--- config.mk ---
export PLATFORM = sky130hd
export DESIGN_NAME = sd_card_spi_host_controller
export DESIGN_NICKNAME = d
export VERILOG_FILES = /design/src/sdh_pkg.sv /design/src/sd_card_spi_host_controller.sv /design/src/sdh_cfg.sv /design/src/sdh_core.sv
export SDC_FILE = /design/constraint.sdc
export NUM_CORES = 1
export LEC_CHECK = 0
export ABC_AREA = 1
export BUFFER_PORTS_ARGS = -buffer_cell sky130_fd_sc_hd__buf_2
export CORE_MARGIN = 1.5
export CORE_UTILIZATION = 54
export CTS_CLUSTER_DIAMETER = 60
export DETAILED_ROUTE_END_ITERATION = 16
export PLACE_DENSITY = 0.74
export REMOVE_ABC_BUFFERS = 1
export SETUP_SLACK_MARGIN = 0.2
export SLEW_MARGIN = 20
export SYNTH_ARGS = -nofsm -noshare
export SYNTH_HDL_FRONTEND = slang
export SYNTH_SLANG_ARGS = --single-unit
export TNS_END_PERCENT = 100
--- constraint.sdc ---
create_clock -name clk -period 11 [get_ports clk]
set_input_delay 0.55 -clock clk [delete_from_list [all_inputs] [get_ports clk]]
set_output_delay 0.55 -clock clk [all_outputs]
set_load 0.05 [all_outputs]
--- src/sdh_pkg.sv ---
`timescale 1ns / 1ps
`default_nettype none
// ----------------------------------------------------------------------------
// sdh_pkg
// Shared types and constants of the SD card SPI-mode host.
// ----------------------------------------------------------------------------
package sdh_pkg;

  localparam int unsigned InW  = 56;
  localparam int unsigned OutW = 40;

  typedef enum logic [2:0] {
    REQ_INIT  = 3'd0,
    REQ_READ  = 3'd1,
    REQ_WRITE = 3'd2,
    REQ_CARD  = 3'd3,
    REQ_WDATA = 3'd4
  } req_t;

  typedef enum logic [2:0] {
    CFG_POWERUP = 3'd0,
    CFG_RESP    = 3'd1,
    CFG_IDLE    = 3'd2,
    CFG_OPCOND  = 3'd3,
    CFG_TOKEN   = 3'd4,
    CFG_WRITE   = 3'd5
  } cfg_idx_t;

  typedef enum logic [4:0] {
    PH_IDLE, PH_POWERUP, PH_CMD, PH_RESP, PH_R7, PH_OCR, PH_INIT_TAIL,
    PH_RD_TOKEN, PH_RD_DATA, PH_RD_TRAIL,
    PH_WR_READY, PH_WR_TOKEN, PH_WR_REQ, PH_WR_DATA, PH_WR_CRC,
    PH_WR_RESP, PH_WR_BUSY, PH_WR_TAIL
  } phase_t;

  localparam logic [3:0] ST_OK       = 4'd0;
  localparam logic [3:0] ST_NO_IDLE  = 4'd1;
  localparam logic [3:0] ST_BAD_VOLT = 4'd2;
  localparam logic [3:0] ST_NOT_SD   = 4'd3;
  localparam logic [3:0] ST_INIT_TO  = 4'd4;
  localparam logic [3:0] ST_REJECTED = 4'd5;
  localparam logic [3:0] ST_NO_TOKEN = 4'd6;
  localparam logic [3:0] ST_NO_WRESP = 4'd7;
  localparam logic [3:0] ST_BUSY_TO  = 4'd8;

  localparam logic [5:0] CMD_GO_IDLE  = 6'd0;
  localparam logic [5:0] CMD_IF_COND  = 6'd8;
  localparam logic [5:0] CMD_READ     = 6'd17;
  localparam logic [5:0] CMD_WRITE    = 6'd24;
  localparam logic [5:0] CMD_OPCOND   = 6'd41;
  localparam logic [5:0] CMD_APP      = 6'd55;
  localparam logic [5:0] CMD_READ_OCR = 6'd58;

  typedef struct packed {
    logic [7:0]  powerup;
    logic [7:0]  resp;
    logic [9:0]  idle;
    logic [15:0] opcond;
    logic [23:0] token;
    logic [23:0] wr;
  } cfg_t;

  typedef struct packed {
    logic [1:0] card_type;
    logic [3:0] status;
    logic       done_res;
    logic       data_request;
    logic       rd_last;
    logic [7:0] rd_byte;
    logic       rd_valid;
    logic [7:0] tx_byte;
    logic       tx_valid;
  } res_t;

endpackage : sdh_pkg
`default_nettype wire

--- src/sd_card_spi_host_controller.sv ---
`timescale 1ns / 1ps
`default_nettype none
// ----------------------------------------------------------------------------
// sd_card_spi_host_controller
// Byte-level SD card host sequencer for SPI mode.
// ----------------------------------------------------------------------------
// Usage:
//   Each transfer on the in_ stream is one request: start init, read sector,
//   write sector, a byte received from the card, or a write data byte. Each
//   request yields exactly one transfer on the out_ stream carrying the next
//   byte to shift out, read data with a last mark, a data request, done with
//   status, the card type and the clock speed select.
//   cfg_ writes set the poll and retry limits; write them only while idle.
// Timing:
//   A request is registered at its transfer; its result sits in the output
//   register in the next cycle. One request per cycle is taken while the output
//   register is empty or being drained at the same edge. The SPI byte
//   exchange itself paces real traffic.
// Reset:
//   Sequencer idle, card type unknown, slow clock, limits at their defaults.
// Stall:
//   With out_tready low and a result held, in_tready drops; nothing is lost.
// ----------------------------------------------------------------------------
module sd_card_spi_host_controller #(
  parameter int unsigned SECTOR_BYTES = 512
) (
  input  wire logic                    clk,
  input  wire logic                    rst_n,
  input  wire logic                    in_tvalid,
  output logic                         in_tready,
  // [2:0] req_type, [34:3] sector, [42:35] rx_byte, [50:43] wr_byte
  input  wire logic [sdh_pkg::InW-1:0] in_tdata,
  output logic                         out_tvalid,
  input  wire logic                    out_tready,
  // [0] tx_valid, [8:1] tx_byte, [9] rd_valid, [17:10] rd_byte, [18] rd_last,
  // [19] data_request, [20] done_res, [24:21] status, [26:25] card_type,
  // [27] slow_clock
  output logic [sdh_pkg::OutW-1:0]     out_tdata,
  input  wire logic                    cfg_valid,
  output logic                         cfg_ready,
  input  wire logic [2:0]              cfg_index,
  input  wire logic [23:0]             cfg_data
);
  sdh_pkg::cfg_t lim;
  sdh_pkg::res_t res;
  logic          slow;
  logic          step;
  logic          out_valid_r;
  logic [27:0]   out_data_r;

  assign cfg_ready = 1'b1;
  assign in_tready = !out_valid_r || out_tready;
  assign step      = in_tvalid && in_tready;

  sdh_cfg u_cfg (
    .clk     (clk),
    .rst_n   (rst_n),
    .wr_en   (cfg_valid),
    .wr_idx  (cfg_index),
    .wr_data (cfg_data),
    .lim     (lim)
  );

  sdh_core #(.SECTOR_BYTES(SECTOR_BYTES)) u_core (
    .clk      (clk),
    .rst_n    (rst_n),
    .step     (step),
    .req_type (in_tdata[2:0]),
    .sector   (in_tdata[34:3]),
    .rx_byte  (in_tdata[42:35]),
    .wr_byte  (in_tdata[50:43]),
    .lim      (lim),
    .res      (res),
    .slow     (slow)
  );

  // output register
  always_ff @(posedge clk) begin
    if (!rst_n) begin
      out_valid_r <= 1'b0;
    end else if (step) begin
      out_valid_r <= 1'b1;
    end else if (out_tready) begin
      out_valid_r <= 1'b0;
    end
  end

  always_ff @(posedge clk) begin
    if (step) begin
      out_data_r <= {slow, res};
    end
  end

  assign out_tvalid = out_valid_r;
  assign out_tdata  = {12'd0, out_data_r};
endmodule : sd_card_spi_host_controller
`default_nettype wire

--- src/sdh_cfg.sv ---
`timescale 1ns / 1ps
`default_nettype none
// ----------------------------------------------------------------------------
// sdh_cfg
// Limit registers; a zero write reads back as one.
// ----------------------------------------------------------------------------
module sdh_cfg (
  input  wire logic          clk,
  input  wire logic          rst_n,
  input  wire logic          wr_en,
  input  wire logic [2:0]    wr_idx,
  input  wire logic [23:0]   wr_data,
  output sdh_pkg::cfg_t      lim
);
  sdh_pkg::cfg_t cfg_r;

  // register file
  always_ff @(posedge clk) begin
    if (!rst_n) begin
      cfg_r.powerup <= 8'd10;
      cfg_r.resp    <= 8'd10;
      cfg_r.idle    <= 10'd100;
      cfg_r.opcond  <= 16'd1000;
      cfg_r.token   <= 24'd200000;
      cfg_r.wr      <= 24'd1000000;
    end else if (wr_en) begin
      case (wr_idx)
        sdh_pkg::CFG_POWERUP: cfg_r.powerup <= wr_data[7:0];
        sdh_pkg::CFG_RESP:    cfg_r.resp    <= wr_data[7:0];
        sdh_pkg::CFG_IDLE:    cfg_r.idle    <= wr_data[9:0];
        sdh_pkg::CFG_OPCOND:  cfg_r.opcond  <= wr_data[15:0];
        sdh_pkg::CFG_TOKEN:   cfg_r.token   <= wr_data;
        sdh_pkg::CFG_WRITE:   cfg_r.wr      <= wr_data;
        default: ;
      endcase
    end
  end

  // zero acts as one
  always_comb begin
    lim = cfg_r;
    if (cfg_r.powerup == '0) lim.powerup = 8'd1;
    if (cfg_r.resp == '0)    lim.resp    = 8'd1;
    if (cfg_r.idle == '0)    lim.idle    = 10'd1;
    if (cfg_r.opcond == '0)  lim.opcond  = 16'd1;
    if (cfg_r.token == '0)   lim.token   = 24'd1;
    if (cfg_r.wr == '0)      lim.wr      = 24'd1;
  end
endmodule : sdh_cfg
`default_nettype wire

--- src/sdh_core.sv ---
`timescale 1ns / 1ps
`default_nettype none
// ----------------------------------------------------------------------------
// sdh_core
// Protocol sequencer: one request in, one result out, state updated per step.
// ----------------------------------------------------------------------------
module sdh_core #(
  parameter int unsigned SECTOR_BYTES = 512
) (
  input  wire logic          clk,
  input  wire logic          rst_n,
  input  wire logic          step,
  input  wire logic [2:0]    req_type,
  input  wire logic [31:0]   sector,
  input  wire logic [7:0]    rx_byte,
  input  wire logic [7:0]    wr_byte,
  input  sdh_pkg::cfg_t      lim,
  output sdh_pkg::res_t      res,
  output logic               slow
);
  localparam int unsigned CW = $clog2(SECTOR_BYTES + 1);
  localparam logic [CW-1:0] SecCnt = CW'(SECTOR_BYTES);

  sdh_pkg::phase_t phase_r, phase_nxt;
  logic [CW-1:0]   cnt_r, cnt_nxt;
  logic [23:0]     retry_r, retry_nxt, retry_inc;
  logic [1:0]      kind_r, kind_nxt;
  logic [5:0]      cidx_r, cidx_nxt;
  logic [31:0]     carg_r, carg_nxt;
  logic [7:0]      reply_r [4];
  logic [7:0]      reply0_nxt, reply2_nxt;
  logic            slow_r, slow_nxt;
  logic [CW-1:0]   cnt_inc;
  logic [7:0]      frame;
  logic [7:0]      rx;

  assign rx        = rx_byte;
  assign cnt_inc   = cnt_r + 1'b1;
  assign retry_inc = retry_r + 1'b1;

  // command frame byte for count cnt_inc
  always_comb begin
    case (cnt_inc[2:0])
      3'd1:    frame = {2'b01, cidx_r};
      3'd2:    frame = carg_r[31:24];
      3'd3:    frame = carg_r[23:16];
      3'd4:    frame = carg_r[15:8];
      3'd5:    frame = carg_r[7:0];
      default: frame = (cidx_r == sdh_pkg::CMD_GO_IDLE) ? 8'h95 :
                       (cidx_r == sdh_pkg::CMD_IF_COND) ? 8'h87 : 8'h01;
    endcase
  end

  // next state and result
  always_comb begin
    phase_nxt = phase_r; cnt_nxt = cnt_r; retry_nxt = retry_r;
    kind_nxt = kind_r; cidx_nxt = cidx_r; carg_nxt = carg_r;
    slow_nxt = slow_r; reply0_nxt = reply_r[0]; reply2_nxt = reply_r[2];
    res = '0;
    case (req_type)
      sdh_pkg::REQ_INIT, sdh_pkg::REQ_READ, sdh_pkg::REQ_WRITE: begin
        if (phase_r == sdh_pkg::PH_IDLE) begin
          res.tx_valid = 1'b1; res.tx_byte = 8'hFF;
          if (req_type == sdh_pkg::REQ_INIT) begin
            kind_nxt = 2'd0; slow_nxt = 1'b1;
            phase_nxt = sdh_pkg::PH_POWERUP; cnt_nxt = CW'(1);
          end else begin
            carg_nxt = (kind_r != 2'd3) ? {sector[22:0], 9'd0} : sector;
            if (req_type == sdh_pkg::REQ_WRITE) slow_nxt = 1'b1;
            cidx_nxt = (req_type == sdh_pkg::REQ_READ) ? sdh_pkg::CMD_READ
                                                       : sdh_pkg::CMD_WRITE;
            phase_nxt = sdh_pkg::PH_CMD; cnt_nxt = '0;
          end
        end
      end
      sdh_pkg::REQ_WDATA: begin
        if (phase_r == sdh_pkg::PH_WR_REQ) begin
          phase_nxt = sdh_pkg::PH_WR_DATA;
          res.tx_valid = 1'b1; res.tx_byte = wr_byte;
        end
      end
      sdh_pkg::REQ_CARD: begin
        res.tx_byte = 8'hFF;
        res.tx_valid = (phase_r != sdh_pkg::PH_IDLE) &&
                       (phase_r != sdh_pkg::PH_WR_REQ);
        case (phase_r)
          sdh_pkg::PH_POWERUP: begin
            if (cnt_r < CW'(lim.powerup)) cnt_nxt = cnt_inc;
            else begin
              retry_nxt = 24'd1; cidx_nxt = sdh_pkg::CMD_GO_IDLE; carg_nxt = '0;
              phase_nxt = sdh_pkg::PH_CMD; cnt_nxt = '0;
            end
          end
          sdh_pkg::PH_CMD: begin
            if (cnt_r < CW'(6)) begin
              cnt_nxt = cnt_inc; res.tx_byte = frame;
            end else begin
              phase_nxt = sdh_pkg::PH_RESP; cnt_nxt = '0;
            end
          end
          sdh_pkg::PH_RESP: begin
            cnt_nxt = cnt_inc;
            if (!(rx[7] && cnt_inc < CW'(lim.resp))) begin
              // command complete
              phase_nxt = sdh_pkg::PH_CMD; cnt_nxt = '0;
              case (cidx_r)
                sdh_pkg::CMD_GO_IDLE: begin
                  if (rx == 8'h01) begin
                    cidx_nxt = sdh_pkg::CMD_IF_COND; carg_nxt = 32'h0000_01AA;
                  end else if (retry_r >= 24'(lim.idle)) begin
                    phase_nxt = sdh_pkg::PH_IDLE; res.tx_valid = 1'b0;
                    res.done_res = 1'b1; res.status = sdh_pkg::ST_NO_IDLE;
                  end else begin
                    retry_nxt = retry_inc; carg_nxt = '0;
                  end
                end
                sdh_pkg::CMD_IF_COND: begin
                  if (rx == 8'h01) phase_nxt = sdh_pkg::PH_R7;
                  else begin
                    kind_nxt = 2'd1; retry_nxt = 24'd1;
                    cidx_nxt = sdh_pkg::CMD_APP; carg_nxt = '0;
                  end
                end
                sdh_pkg::CMD_APP: begin
                  if (rx > 8'h01) begin
                    phase_nxt = sdh_pkg::PH_IDLE; res.tx_valid = 1'b0;
                    res.done_res = 1'b1; res.status = sdh_pkg::ST_NOT_SD;
                  end else begin
                    cidx_nxt = sdh_pkg::CMD_OPCOND;
                    carg_nxt = (kind_r == 2'd2) ? 32'h4000_0000 : '0;
                  end
                end
                sdh_pkg::CMD_OPCOND: begin
                  if (rx == 8'h00) begin
                    if (kind_r == 2'd2) begin
                      cidx_nxt = sdh_pkg::CMD_READ_OCR; carg_nxt = '0;
                    end else phase_nxt = sdh_pkg::PH_INIT_TAIL;
                  end else if (retry_r >= 24'(lim.opcond)) begin
                    phase_nxt = sdh_pkg::PH_IDLE; res.tx_valid = 1'b0;
                    res.done_res = 1'b1; res.status = sdh_pkg::ST_INIT_TO;
                  end else begin
                    retry_nxt = retry_inc; cidx_nxt = sdh_pkg::CMD_APP;
                    carg_nxt = '0;
                  end
                end
                sdh_pkg::CMD_READ_OCR: begin
                  phase_nxt = (rx == 8'h00) ? sdh_pkg::PH_OCR
                                            : sdh_pkg::PH_INIT_TAIL;
                end
                sdh_pkg::CMD_READ: begin
                  if (rx != 8'h00) begin
                    phase_nxt = sdh_pkg::PH_IDLE; res.tx_valid = 1'b0;
                    res.done_res = 1'b1; res.status = sdh_pkg::ST_REJECTED;
                  end else begin
                    phase_nxt = sdh_pkg::PH_RD_TOKEN; retry_nxt = '0;
                  end
                end
                default: begin
                  if (rx != 8'h00) begin
                    slow_nxt = 1'b0;
                    phase_nxt = sdh_pkg::PH_IDLE; res.tx_valid = 1'b0;
                    res.done_res = 1'b1; res.status = sdh_pkg::ST_REJECTED;
                  end else begin
                    phase_nxt = sdh_pkg::PH_WR_READY; retry_nxt = '0;
                  end
                end
              endcase
            end
          end
          sdh_pkg::PH_R7, sdh_pkg::PH_OCR: begin
            cnt_nxt = cnt_inc;
            if (cnt_r[1:0] == 2'd0) reply0_nxt = rx;
            if (cnt_r[1:0] == 2'd2) reply2_nxt = rx;
            if (cnt_inc >= CW'(4)) begin
              // reply[3] is this byte
              if (phase_r == sdh_pkg::PH_R7) begin
                if (reply_r[2] == 8'h01 && rx == 8'hAA) begin
                  kind_nxt = 2'd2; retry_nxt = 24'd1;
                  cidx_nxt = sdh_pkg::CMD_APP; carg_nxt = '0;
                  phase_nxt = sdh_pkg::PH_CMD; cnt_nxt = '0;
                end else begin
                  phase_nxt = sdh_pkg::PH_IDLE; res.tx_valid = 1'b0;
                  res.done_res = 1'b1; res.status = sdh_pkg::ST_BAD_VOLT;
                end
              end else begin
                if (reply_r[0][6]) kind_nxt = 2'd3;
                phase_nxt = sdh_pkg::PH_INIT_TAIL;
              end
            end
          end
          sdh_pkg::PH_INIT_TAIL, sdh_pkg::PH_WR_TAIL: begin
            slow_nxt = 1'b0; phase_nxt = sdh_pkg::PH_IDLE; res.tx_valid = 1'b0;
            res.done_res = 1'b1; res.status = sdh_pkg::ST_OK;
          end
          sdh_pkg::PH_RD_TOKEN: begin
            retry_nxt = retry_inc;
            if (rx == 8'hFF && retry_inc < lim.token) ;
            else if (rx == 8'hFE) begin
              phase_nxt = sdh_pkg::PH_RD_DATA; cnt_nxt = '0;
            end else begin
              phase_nxt = sdh_pkg::PH_IDLE; res.tx_valid = 1'b0;
              res.done_res = 1'b1; res.status = sdh_pkg::ST_NO_TOKEN;
            end
          end
          sdh_pkg::PH_RD_DATA: begin
            res.rd_valid = 1'b1; res.rd_byte = rx; cnt_nxt = cnt_inc;
            if (cnt_inc >= SecCnt) begin
              res.rd_last = 1'b1; phase_nxt = sdh_pkg::PH_RD_TRAIL;
              cnt_nxt = CW'(1);
            end
          end
          sdh_pkg::PH_RD_TRAIL: begin
            if (cnt_r < CW'(3)) cnt_nxt = cnt_inc;
            else begin
              phase_nxt = sdh_pkg::PH_IDLE; res.tx_valid = 1'b0;
              res.done_res = 1'b1; res.status = sdh_pkg::ST_OK;
            end
          end
          sdh_pkg::PH_WR_READY: begin
            retry_nxt = retry_inc;
            if (rx == 8'hFF) begin
              phase_nxt = sdh_pkg::PH_WR_TOKEN; res.tx_byte = 8'hFE;
            end else if (retry_inc < lim.wr) ;
            else begin
              slow_nxt = 1'b0; phase_nxt = sdh_pkg::PH_IDLE; res.tx_valid = 1'b0;
              res.done_res = 1'b1; res.status = sdh_pkg::ST_BUSY_TO;
            end
          end
          sdh_pkg::PH_WR_TOKEN: begin
            phase_nxt = sdh_pkg::PH_WR_REQ; cnt_nxt = '0;
            res.tx_valid = 1'b0; res.data_request = 1'b1;
          end
          sdh_pkg::PH_WR_DATA: begin
            cnt_nxt = cnt_inc;
            if (cnt_inc < SecCnt) begin
              phase_nxt = sdh_pkg::PH_WR_REQ; res.tx_valid = 1'b0;
              res.data_request = 1'b1;
            end else begin
              phase_nxt = sdh_pkg::PH_WR_CRC; cnt_nxt = CW'(1);
            end
          end
          sdh_pkg::PH_WR_CRC: begin
            if (cnt_r < CW'(2)) cnt_nxt = cnt_inc;
            else begin
              phase_nxt = sdh_pkg::PH_WR_RESP; retry_nxt = '0;
            end
          end
          sdh_pkg::PH_WR_RESP: begin
            retry_nxt = retry_inc;
            if (rx[4:0] == 5'h05) begin
              phase_nxt = sdh_pkg::PH_WR_BUSY; retry_nxt = '0;
            end else if (retry_inc < lim.wr) ;
            else begin
              slow_nxt = 1'b0; phase_nxt = sdh_pkg::PH_IDLE; res.tx_valid = 1'b0;
              res.done_res = 1'b1; res.status = sdh_pkg::ST_NO_WRESP;
            end
          end
          sdh_pkg::PH_WR_BUSY: begin
            retry_nxt = retry_inc;
            if (rx != 8'h00) phase_nxt = sdh_pkg::PH_WR_TAIL;
            else if (retry_inc < lim.wr) ;
            else begin
              slow_nxt = 1'b0; phase_nxt = sdh_pkg::PH_IDLE; res.tx_valid = 1'b0;
              res.done_res = 1'b1; res.status = sdh_pkg::ST_BUSY_TO;
            end
          end
          default: res.tx_valid = 1'b0;
        endcase
        if (!res.tx_valid) res.tx_byte = 8'h00;
      end
      default: ;
    endcase
    res.card_type = kind_nxt;
  end

  assign slow = slow_nxt;

  // state registers
  always_ff @(posedge clk) begin
    if (!rst_n) begin
      phase_r <= sdh_pkg::PH_IDLE;
      cnt_r   <= '0;
      retry_r <= '0;
      kind_r  <= '0;
      cidx_r  <= '0;
      carg_r  <= '0;
      slow_r  <= 1'b1;
      for (int i = 0; i < 4; i++) reply_r[i] <= '0;
    end else if (step) begin
      phase_r    <= phase_nxt;
      cnt_r      <= cnt_nxt;
      retry_r    <= retry_nxt;
      kind_r     <= kind_nxt;
      cidx_r     <= cidx_nxt;
      carg_r     <= carg_nxt;
      slow_r     <= slow_nxt;
      reply_r[0] <= reply0_nxt;
      reply_r[2] <= reply2_nxt;
    end
  end
endmodule : sdh_core
`default_nettype wire
==> qor.yml, run 1 <==
drt:
  num_vias: 13051
  drt_iter0_drc: 1118
  drt-wirelength-per-cell_um: 16.8
  ant_nets: 0
  viasPerCell: 5.63
  drc_errors: 0
  firstDrtPassIters: 5
  totalWireLength_mm: 39.0
synth:
  yosysSeqAreaShare_pct: 34.5
  avgSynthCellArea_um2: 6.93
  synth_compound_area_share_pct: 18.0
  yosys_warnings: 0
  synthArstFlopShare_pct: 0
  synthesis.instances: 1895
  syn-cell-area_um2: 13100
  synthMuxAreaShare_pct: 0
  synth-simple-area-share_pct: 26.7
  synthDistinctLibCells: 59
  synth_adder_area_share_pct: 8.96
  synth_top_family_by_area: "simple AND/OR/NAND/NOR gates"
  synth_edf_count: 37
  ys.flop_type: "dfxtp_1"
  synth_xor_area_share_pct: 1.53
  ys_ff_latch: 208
power:
  p_int_mw: 1.46
  seqPwrFrac_pct: 40.2
  switching_power_uw: 597
  clkPwrFrac_pct: 45.4
  p_sw_share_pct: 29.0
  leakage_nw: 6.77
  p_per_area_nw_per_um2: 140
  p_comb_share_pct: 14.3
  peakVddDrop_v: 0.000127
floorplan:
  fp.dieW_um: 159
  rows: 56
  die_h_um: 159
  start_util_pct: 55.5
  dieArea_um2: 25300
  core_area_um2: 23700
  io_pins: 131
global_routing:
  grt_max_degree: 100
  grt-ovfl-total: 0
  grt_first_pass_wirelength_mm: 62.5
  grt_pass1_vias: 12110
  grt_usage_pct: 30.3
  antenna_found_initial: 0
sta:
  fin_ws_ns: 5.84
  fin_setup_tns_ns: 0
  relSlewSlack_pct: 20.4
  setup_viol: 0
  worstMarginPinSlew_ns: 1.19
  rsz0062_at_grt: "no"
  period_share_pct: 46.9
  timing.hold.ws_ns: 0.230
  skew_ns: 0.0166
  min_period_ns: 5.16
  hold_violations: 0
  final_max_slew_viol_count: 0
  fmaxAchievable_mhz: 194
setup_path:
  crit_arrival_ns: 5.46
  cp-start-kind: "flip-flop"
  cp_data_required_time_ns: 11.30
  cpMostUsedCell: "nand2_1"
  crit_type: "flip-flop to flip-flop"
  cpPeakStageDelay_ns: 0.48
  crit_fanout: 9
  slowest_stage: "dfxtp_1"
  crit_path_end_kind: "flip-flop"
place:
  place_ws_ns: 5.95
  gp_congestion: 0.958
  port_buffers: 112
  dp_hpwl_mm: 29.1
  placed_area_um2: 13800
cells_and_area:
  final_cell_mix: "nand2_1 (339), inv_1 (243), nor2_1 (241)"
  layout-drive-gt1-share_pct: 10.2
  layout.nets: 2163
  fillCellCount: 2248
  post-route-util_pct: 62.4
  layout_commonest_cell: "nand2_1"
  final_area_um2: 14800
  synthToLayoutAreaGrowth_pct: 12.5
  antenna_cells: 0
clocking:
  hold_buffers: 0
  cts_setup_buffers: 0
  cts_buffer_depth: 3
  cts_tree: "built"
  numCtsBuffers: 26
  post_cts_resized: 0
  numClockSinks: 208
  clk_latency_ns: 0.55
  clk_pin_slew_ns: 0.06
  cts_htree_levels: 1
  cts_root_buf: "clkbuf_16"
job:
  maxCapViolations: 0
worst_hold_path:
  hp-class: "primary input to flip-flop"
run_status:
  status: "complete, no violations"
## cells in the mapped netlist (3+ instances only)
master / n / area, µm²
nand2_1: 339 / 1270
inv_1: 243 / 912
nor2_1: 241 / 905
a21oi_1: 196 / 981
dfxtp_1: 171 / 3420
o21ai_0: 139 / 696
nand3_1: 117 / 586
ha_1: 94 / 1180
clkbuf_1: 49 / 184
edfxtp_1: 37 / 1110
nor3_1: 35 / 175
o211ai_1: 33 / 248
nand4_1: 32 / 200
nor4_1: 21 / 131
xor2_1: 18 / 158
buf_4: 16 / 120
inv_2: 13 / 48.8
a211oi_1: 9 / 67.6
a221oi_1: 7 / 61.3
a31oi_1: 7 / 43.8
nor2_2: 7 / 43.8
buf_2: 5 / 25.0
o21a_1: 5 / 37.5
xnor2_1: 5 / 43.8
clkinv_1: 4 / 15.0
nor3_2: 4 / 40.0
o221ai_1: 4 / 35.0
nand2_2: 3 / 18.8
o2111ai_1: 3 / 26.3
## kinds of logic (layout without fill, tap and decap cells)
group	Yosys count	count (layout)
and+or+nand+nor	812	812
AOI/OAI and AO/OA	422	422
buffers and inverters	334	429
DFF	208	208
adders and majority gates	94	94
xor gates and xnor gates	23	23
other	2	13
## per-stage QoR
stage	instances	total power, mW
final	2320	2.06
after global routing	2320	2.14
after CTS	2320	2.07
after detailed placement	2272	1.14
after global placement	2272	1.13
after floorplan	1833	1.04
## layout make-up
cell class,count,area [µm²],area share (%)
clock buffers,30,686,4.64
clock inverters,18,251,1.70
inverters,261,982,6.65
multi-input cells,1364,7300,49.4
flip-flops and latches,208,4530,30.7
well taps,319,399,2.70
repair buffers,120,623,4.22
## per-layer routing
| metal | track usage [%] | routed length (µm) | share of wire, % | vias up |
|---|---|---|---|---|
| met5 | 0 | 0 | 0 | - |
| met4 | 7.89 | 818 | 2.1 | 0 |
| met3 | 3.83 | 2990 | 7.7 | 64 |
| met2 | 48.5 | 17400 | 45 | 486 |
| met1 | 43.1 | 17800 | 46 | 5990 |
| li1 | - | - | - | 6511 |
## sequential cells by signal, indices dropped and copies added (netlist names)
| signal | flops |
|---|---|
| out_data_r | 28 |
| out_tvalid | 1 |
| u_cfg.cfg_r | 90 |
| u_core.carg_r | 32 |
| u_core.cidx_r | 6 |
| u_core.cnt_r | 10 |
| u_core.kind_r | 2 |
| u_core.phase_r | 5 |
| u_core.reply_r | 9 |
| u_core.retry_r | 24 |
| u_core.slow_r | 1 |
## path summary, 6_finish.rpt
| path | from | endpoint | slack [ns] | depth (start not counted) |
|---|---|---|---|---|
| max | u_core.retry_r[1]$_SDFFE_PN0P_ | out_data_r[2]$_DFFE_PP_ | 5.84 | 29 |
| min | cfg_data[16] | u_cfg.cfg_r[16]$_SDFFE_PN1P_ | 0.23 | 3 |
| max reg2reg | u_core.retry_r[1]$_SDFFE_PN0P_ | out_data_r[2]$_DFFE_PP_ | 5.84 | 29 |
| min reg2reg | u_core.carg_r[30]$_SDFFE_PN0P_ | u_core.carg_r[30]$_SDFFE_PN0P_ | 0.47 | 2 |
## power groups by stage
| stage | sequential, mW | combinational (mW) | clock, mW |
|---|---|---|---|
| 4_1_cts | 0.829 | 0.292 | 0.945 |
| 6_report | 0.829 | 0.295 | 0.937 |
| 3_3_place_gp | 0.844 | 0.286 | 0 |
| 2_1_floorplan | 0.869 | 0.167 | 0 |
| 5_1_grt | 0.833 | 0.326 | 0.979 |
| 3_5_place_dp | 0.845 | 0.290 | 0 |
## worst max-delay path: cells and delay by family, from the launching register on
| family | cells | cell delay [ns] |
|---|---|---|
| xor gates and xnor gates | 1 | 0.19 |
| adders and majority gates | 2 | 0.57 |
| buffers and inverters | 3 | 0.25 |
| DFF | 1 | 0.48 |
| and+or+nand+nor | 23 | 3.41 |
Note: power is estimated with default switching activity, not from simulation.
==> run 2, diff against run 1 <==
PLACE_DENSITY = 0.77   (was 0.74)
clock period = 4.3 ns   (was 11 ns; I/O delays follow)
==> run 2 against run 1 <==
  * Sequential share of layout area down 1.6 points
  * Sequential power rose to 2.6 times the previous value
  * Sequential cell count unchanged
  * Critical path depth down 1
  * Largest power group is now registers
  * Highest routed layer unchanged
==> qor.yml, run 2 (synthesized netlist as in run 1, its figures left out) <==
place:
  port_buffers: 112  # unchanged
  gp_congestion: 0.985  # +2.8%
  placed_area_um2: 14000  # +1.5%
  dp_hpwl_mm: 30.2  # +3.9%
setup_path:
  crit_fanout: 4  # -5
  crit_path_end_kind: "flip-flop"
  crit_arrival_ns: 4.30  # -1.16 ns
  cpPeakStageDelay_ns: 0.35  # -0.13 ns
  reg2reg_depth: 28  # -3.4%
  rrSetupSlack_ns: 0.26  # -5.59 ns
  crit_type: "flip-flop to flip-flop"
  timing.rr.end: "out_data_r[20]$_SDFFCE_PP0P_"
  regToRegStartpoint: "u_core.retry_r[0]$_SDFFE_PN0P_"
  cp-start-kind: "flip-flop"
  cp_data_required_time_ns: 4.55  # -6.75 ns
  slowest_stage: "dfxtp_2"
cells_and_area:
  multi_input_area_um2: 7590  # +4.0%
  largest_register_ffs: 90  # unchanged
  layout-drive-gt1-share_pct: 14.9  # +4.7 points
  layout_commonest_cell: "nand2_1"
  synthToLayoutAreaGrowth_pct: 18.9
  post-route-util_pct: 65.9  # +3.5 points
  layout.nets: 2238  # +3.5%
  final_cell_mix: "nand2_1 (330), inv_1 (238), nor2_1 (233)"
  largest_registers: "u_cfg.cfg_r: 90 flops, u_core.carg_r: 32 flops, out_data_r: 28 flops"
  final_area_um2: 15600  # +5.7%
  regMostFlops: "u_cfg.cfg_r"
  fillCellCount: 2124  # -5.5%
  seqCellArea_um2: 4540  # +0.19%
  antenna_cells: 0  # unchanged
clocking:
  clk_latency_ns: 0.54  # about the same
  cts_tree: "built"
  clk_pin_slew_ns: 0.06  # about the same
  numClockSinks: 208  # unchanged
  numCtsBuffers: 25  # -3.8%
  cts_htree_levels: 1  # unchanged
  cts_buffer_depth: 3  # unchanged
  cts_root_buf: "clkbuf_16"
global_routing:
  grt_use_met2_pct: 51.8  # +3.3 points
  grt_pass1_vias: 12620  # +4.2%
  grt-ovfl-total: 0  # unchanged
  antenna_found_initial: 0  # unchanged
  grt_first_pass_wirelength_mm: 65.1  # +4.1%
  grt.busiest_layer: "met2"
  gr-usage-met3_pct: 6.12  # +2.3 points
  grt_max_degree: 51  # -49%
  use_met1_pct: 42.0  # -1.1 points
  grt_usage_pct: 31.7  # +1.4 points
floorplan:
  fp.dieW_um: 159  # unchanged
  core_area_um2: 23700  # unchanged
  rows: 56  # unchanged
  io_pins: 131  # unchanged
  die_h_um: 159  # unchanged
  start_util_pct: 55.5  # unchanged
  dieArea_um2: 25300  # unchanged
drt:
  drt_iter0_drc: 1204  # +7.7%
  drt-wirelength-per-cell_um: 17.1  # +1.8%
  num_vias: 13476  # +3.3%
  viasPerCell: 5.63  # +0.15%
  totalWireLength_mm: 40.9  # +5.0%
  firstDrtPassIters: 5  # unchanged
  drc_errors: 0  # unchanged
  ant_nets: 0  # unchanged
sta:
  hold_violations: 0  # unchanged
  worstMarginPinSlew_ns: 1.03  # -0.161 ns
  setup_viol: 0  # unchanged
  fin_setup_tns_ns: 0  # unchanged
  skew_ns: 0.0143  # -0.00227 ns
  period_share_pct: 94.1  # +47 points
  rsz0062_at_grt: "yes"
  timing.hold.ws_ns: 0.00653  # -0.224 ns
  final_max_slew_viol_count: 0  # unchanged
  relSlewSlack_pct: 31.4  # +11 points
  fmaxAchievable_mhz: 247  # +28%
  min_period_ns: 4.04  # -1.11 ns
worst_hold_path:
  worstHoldPathCells: 3  # unchanged
  worstHoldStart: "cfg_data[13]"
  hp-class: "primary input to flip-flop"
  hold_end: "u_cfg.cfg_r[61]$_SDFFE_PN0P_"
power:
  power_mw: 5.06  # +150%
  p_per_area_nw_per_um2: 324  # +130%
  peakVddDrop_v: 0.000267  # +110%
  leakage_nw: 7.12  # +5.2%
job:
  maxCapViolations: 0  # unchanged
run_status:
  status: "complete, no violations"
run 2: changes by cell type in the layout (fill, tap and decap cells not counted), sizes merged:
cell         previous run  this run
buf                   120       175
clkinvlp                1         2
clkinv                 10        12
dlygate4sd3             0        21
inv                   263       258
bufinv                  5         3
run 2: layer usage:
metal / wire [µm] / part of all wire, %
met5: 0 / 0
met4: 1280 / 3.1
met3: 3520 / 8.6
met2: 18400 / 45
met1: 17800 / 43
run 2: cell type report:
cell class / instances / area share [%]
Multi-Input combinational cell: 1364 / 48.6
Sequential cell: 208 / 29.1
Timing Repair Buffer: 196 / 8.15
Inverter: 261 / 6.29
Clock buffer: 30 / 4.26
Tap cell: 319 / 2.56
Clock inverter: 14 / 1.01
run 2: timing repair:
| action | in CTS | in global routing |
|---|---|---|
| hold buffers | 21 | 0 |
| resized for setup | 44 | 37 |
| pin swaps | 26 | 31 |
| cloned | 1 | 0 |
| hold endpoints to repair | 29 | 0 |
| setup endpoints to repair | 17 | 21 |
| setup buffers | 17 | 9 |
run 2: worst max path at each step:
stage	startpoint	to	slack (ns)	depth (start not counted)
4_1_cts	u_core.retry_r[1]$_SDFFE_PN0P_	out_data_r[1]$_DFFE_PP_	0.13	30
5_1_grt	u_core.retry_r[1]$_SDFFE_PN0P_	out_data_r[5]$_DFFE_PP_	0.03	30
6_report	u_core.retry_r[0]$_SDFFE_PN0P_	out_data_r[20]$_SDFFCE_PP0P_	0.26	28
3_3_place_gp	u_core.retry_r[0]$_SDFFE_PN0P_	out_data_r[8]$_DFFE_PP_	0.03	31
2_1_floorplan	u_core.retry_r[0]$_SDFFE_PN0P_	out_data_r[1]$_DFFE_PP_	0.31	30
3_5_place_dp	u_core.retry_r[0]$_SDFFE_PN0P_	out_data_r[8]$_DFFE_PP_	-0.07	31
run 2: per-stage QoR:
stage	instances	worst slack [ns]
after global routing	2392	0.0287
after floorplan	1833	0.307
after detailed placement	2300	-0.0723
after CTS	2383	0.127
final	2392	0.255
after global placement	2300	0.0253
run 2: power by group:
part           switching (mW)  leakage [nW]  internal, mW
Clock                   0.847         0.398          1.28
Sequential             0.0458          1.77          2.08
Combinational           0.576          4.96         0.243
Total                    1.47          7.12          3.60
run 2: worst max-delay path, delay by kind of cell, from the launching register on:
family          cells  cell delay, ns
flops               1            0.35
compound gates      2            0.52
simple gates       13            1.24
fa+ha+maj           2            0.47
xor+xnor            1            0.12
buf+inv            10            1.06
==> run 3, diff against run 2 <==
PLACE_DENSITY = 0.74   (was 0.77)
REMOVE_ABC_BUFFERS = unset   (was 1)
clock period = 3.85 ns   (was 4.3 ns; I/O delays follow)
==> run 3 against run 2 <==
  * The run now ends with setup timing left
  * Die area is the same
  * Sequential share of layout area down 0.51 points
  * Cell area up 1.8%
  * Critical endpoint is now out_data_r[5]$_DFFE_PP_
  * Largest cell class unchanged
  * Largest power group is now the clock network
==> qor.yml, run 3 (synthesized netlist as in run 1, its figures left out) <==
cells_and_area:
  synthToLayoutAreaGrowth_pct: 21.1
  layout.nets: 2261  # +1.0%
  final_area_um2: 15900  # +1.8%
  regMostFlops: "u_cfg.cfg_r"
  post-route-util_pct: 67.1  # +1.2 points
  layout-drive-gt1-share_pct: 15.7  # +0.82 points
  antenna_cells: 0  # unchanged
  largest_register_ffs: 90  # unchanged
  layout_commonest_cell: "nand2_1"
  largest_registers: "u_cfg.cfg_r: 90 flops, u_core.carg_r: 32 flops, out_data_r: 28 flops"
  final_cell_mix: "nand2_1 (329), inv_1 (239), nor2_1 (232)"
place:
  placed_area_um2: 14300  # +1.7%
  place_ws_ns: -0.272  # -0.199 ns
  dp_hpwl_mm: 30.6  # +1.3%
  gp_congestion: 0.984  # -0.12%
  port_buffers: 112  # unchanged
setup_path:
  slowest_stage: "dfxtp_4"
  cpPeakStageDelay_ns: 0.37  # +0.02 ns
  crit_path_end_kind: "flip-flop"
  crit_arrival_ns: 4.40  # +0.10 ns
  cp-start-kind: "flip-flop"
  cpMostUsedCell: "nor2_4"
  path_buf_inv: 4  # -6
  crit_type: "flip-flop to flip-flop"
  crit_fanout: 5  # +1
  cpLargestDelayFamily: "simple AND/OR/NAND/NOR gates"
  cp_data_required_time_ns: 4.14  # -0.41 ns
job:
  maxCapViolations: 0  # unchanged
sta:
  relSlewSlack_pct: 35.1  # +3.8 points
  period_share_pct: 107  # +13 points
  rsz0062_at_grt: "yes"
  final_max_slew_viol_count: 0  # unchanged
  hold_violations: 0  # unchanged
  min_period_ns: 4.10  # +0.0589 ns
  fin_setup_tns_ns: -2.12  # -2.12 ns
  fin_ws_ns: -0.254  # -0.509 ns
  timing.hold.ws_ns: 0.0108  # +0.00431 ns
  skew_ns: 0.0144  # +0.0000459 ns
  worstMarginPinSlew_ns: 0.967  # -0.0613 ns
  fmaxAchievable_mhz: 244  # -1.4%
  setup_viol: 12  # +12
power:
  p_per_area_nw_per_um2: 366  # +13%
  peakVddDrop_v: 0.000346  # +30%
  leakage_nw: 7.26  # +2.0%
drt:
  firstDrtPassIters: 9  # +4
  totalWireLength_mm: 41.9  # +2.4%
  drt-wirelength-per-cell_um: 17.3  # +1.3%
  ant_nets: 0  # unchanged
  drc_errors: 0  # unchanged
  viasPerCell: 5.68  # +0.83%
  drt_iter0_drc: 1055  # -12%
  num_vias: 13735  # +1.9%
global_routing:
  grt_pass1_vias: 12849  # +1.8%
  grt-ovfl-total: 0  # unchanged
  use_met1_pct: 45.3  # +3.3 points
  grt_use_met2_pct: 50.9  # -0.90 points
  grt_first_pass_wirelength_mm: 66.5  # +2.1%
  grt_usage_pct: 32.3  # +0.63 points
  gr-usage-met3_pct: 5.24  # -0.89 points
  grt.busiest_layer: "met2"
  grt_max_degree: 55  # +7.8%
  antenna_found_initial: 0  # unchanged
clocking:
  cts_htree_levels: 1  # unchanged
  numClockSinks: 208  # unchanged
  cts_buffer_depth: 3  # unchanged
  cts_tree: "built"
  numCtsBuffers: 26  # +4.0%
  clk_pin_slew_ns: 0.06  # about the same
  cts_root_buf: "clkbuf_16"
  clk_latency_ns: 0.54  # about the same
run_status:
  status: "complete, but fails checks"
  violations: "setup timing"
floorplan:
  start_util_pct: 55.5  # unchanged
  rows: 56  # unchanged
  dieArea_um2: 25300  # unchanged
  io_pins: 131  # unchanged
  core_area_um2: 23700  # unchanged
  fp.dieW_um: 159  # unchanged
  die_h_um: 159  # unchanged
worst_hold_path:
  hp-class: "primary input to flip-flop"
## run 3: routing by layer
| layer | vias up | part of all wire (%) |
|---|---|---|
| met2 | 605 | 44 |
| met1 | 6345 | 44 |
| met3 | 86 | 9.1 |
| li1 | 6699 | - |
| met4 | 0 | 3.0 |
| met5 | - | 0 |
## run 3: repair_timing
action                                  in CTS  in global routing
setup buffers                               10                 10
pin swaps                                    5                  6
hold endpoints to repair                    43                  0
hold buffers                                26                  0
cloned                                       1                  0
resized for setup                           29                 37
endpoints found under the setup margin      20                 42
## run 3: worst paths after layout
kind                                       start                             end  slack (ns)  cells after the start
setup reg to reg  u_core.retry_r[0]$_SDFFE_PN0P_         out_data_r[5]$_DFFE_PP_       -0.25                     27
hold reg to reg   u_core.carg_r[30]$_SDFFE_PN0P_  u_core.carg_r[30]$_SDFFE_PN0P_        0.47                      2
hold / removal                       cfg_data[5]    u_cfg.cfg_r[69]$_SDFFE_PN1P_        0.01                      3
setup / recovery  u_core.retry_r[0]$_SDFFE_PN0P_         out_data_r[5]$_DFFE_PP_       -0.25                     27
## run 3: power breakdown
part           total [mW]  internal (mW)  switching [mW]
clock                2.54           1.54            1.00
combinational       0.908          0.267           0.642
sequential           2.37           2.32          0.0506
total                5.82           4.12            1.69
## run 3: worst min-delay path, cell delays in order
cell	delay (ns)
buf_2	0.18
nand2_1	0.07
o211ai_1	0.07
## run 3: layout make-up
cell class,instances,area [µm²]
clock buffer,34,722
clock inverter,14,183
fill,2144,7780
inverter,261,983
multi-input combinational,1365,7640
sequential,208,4550
tap,319,399
timing repair buffer,217,1430
## run 3: through the flow
stage	cells	total power [mW]
3_5_place_dp	2323	3.25
2_1_floorplan	1906	3.00
6_report	2418	5.82
5_1_grt	2418	6.02
4_1_cts	2408	5.82
3_3_place_gp	2323	3.24
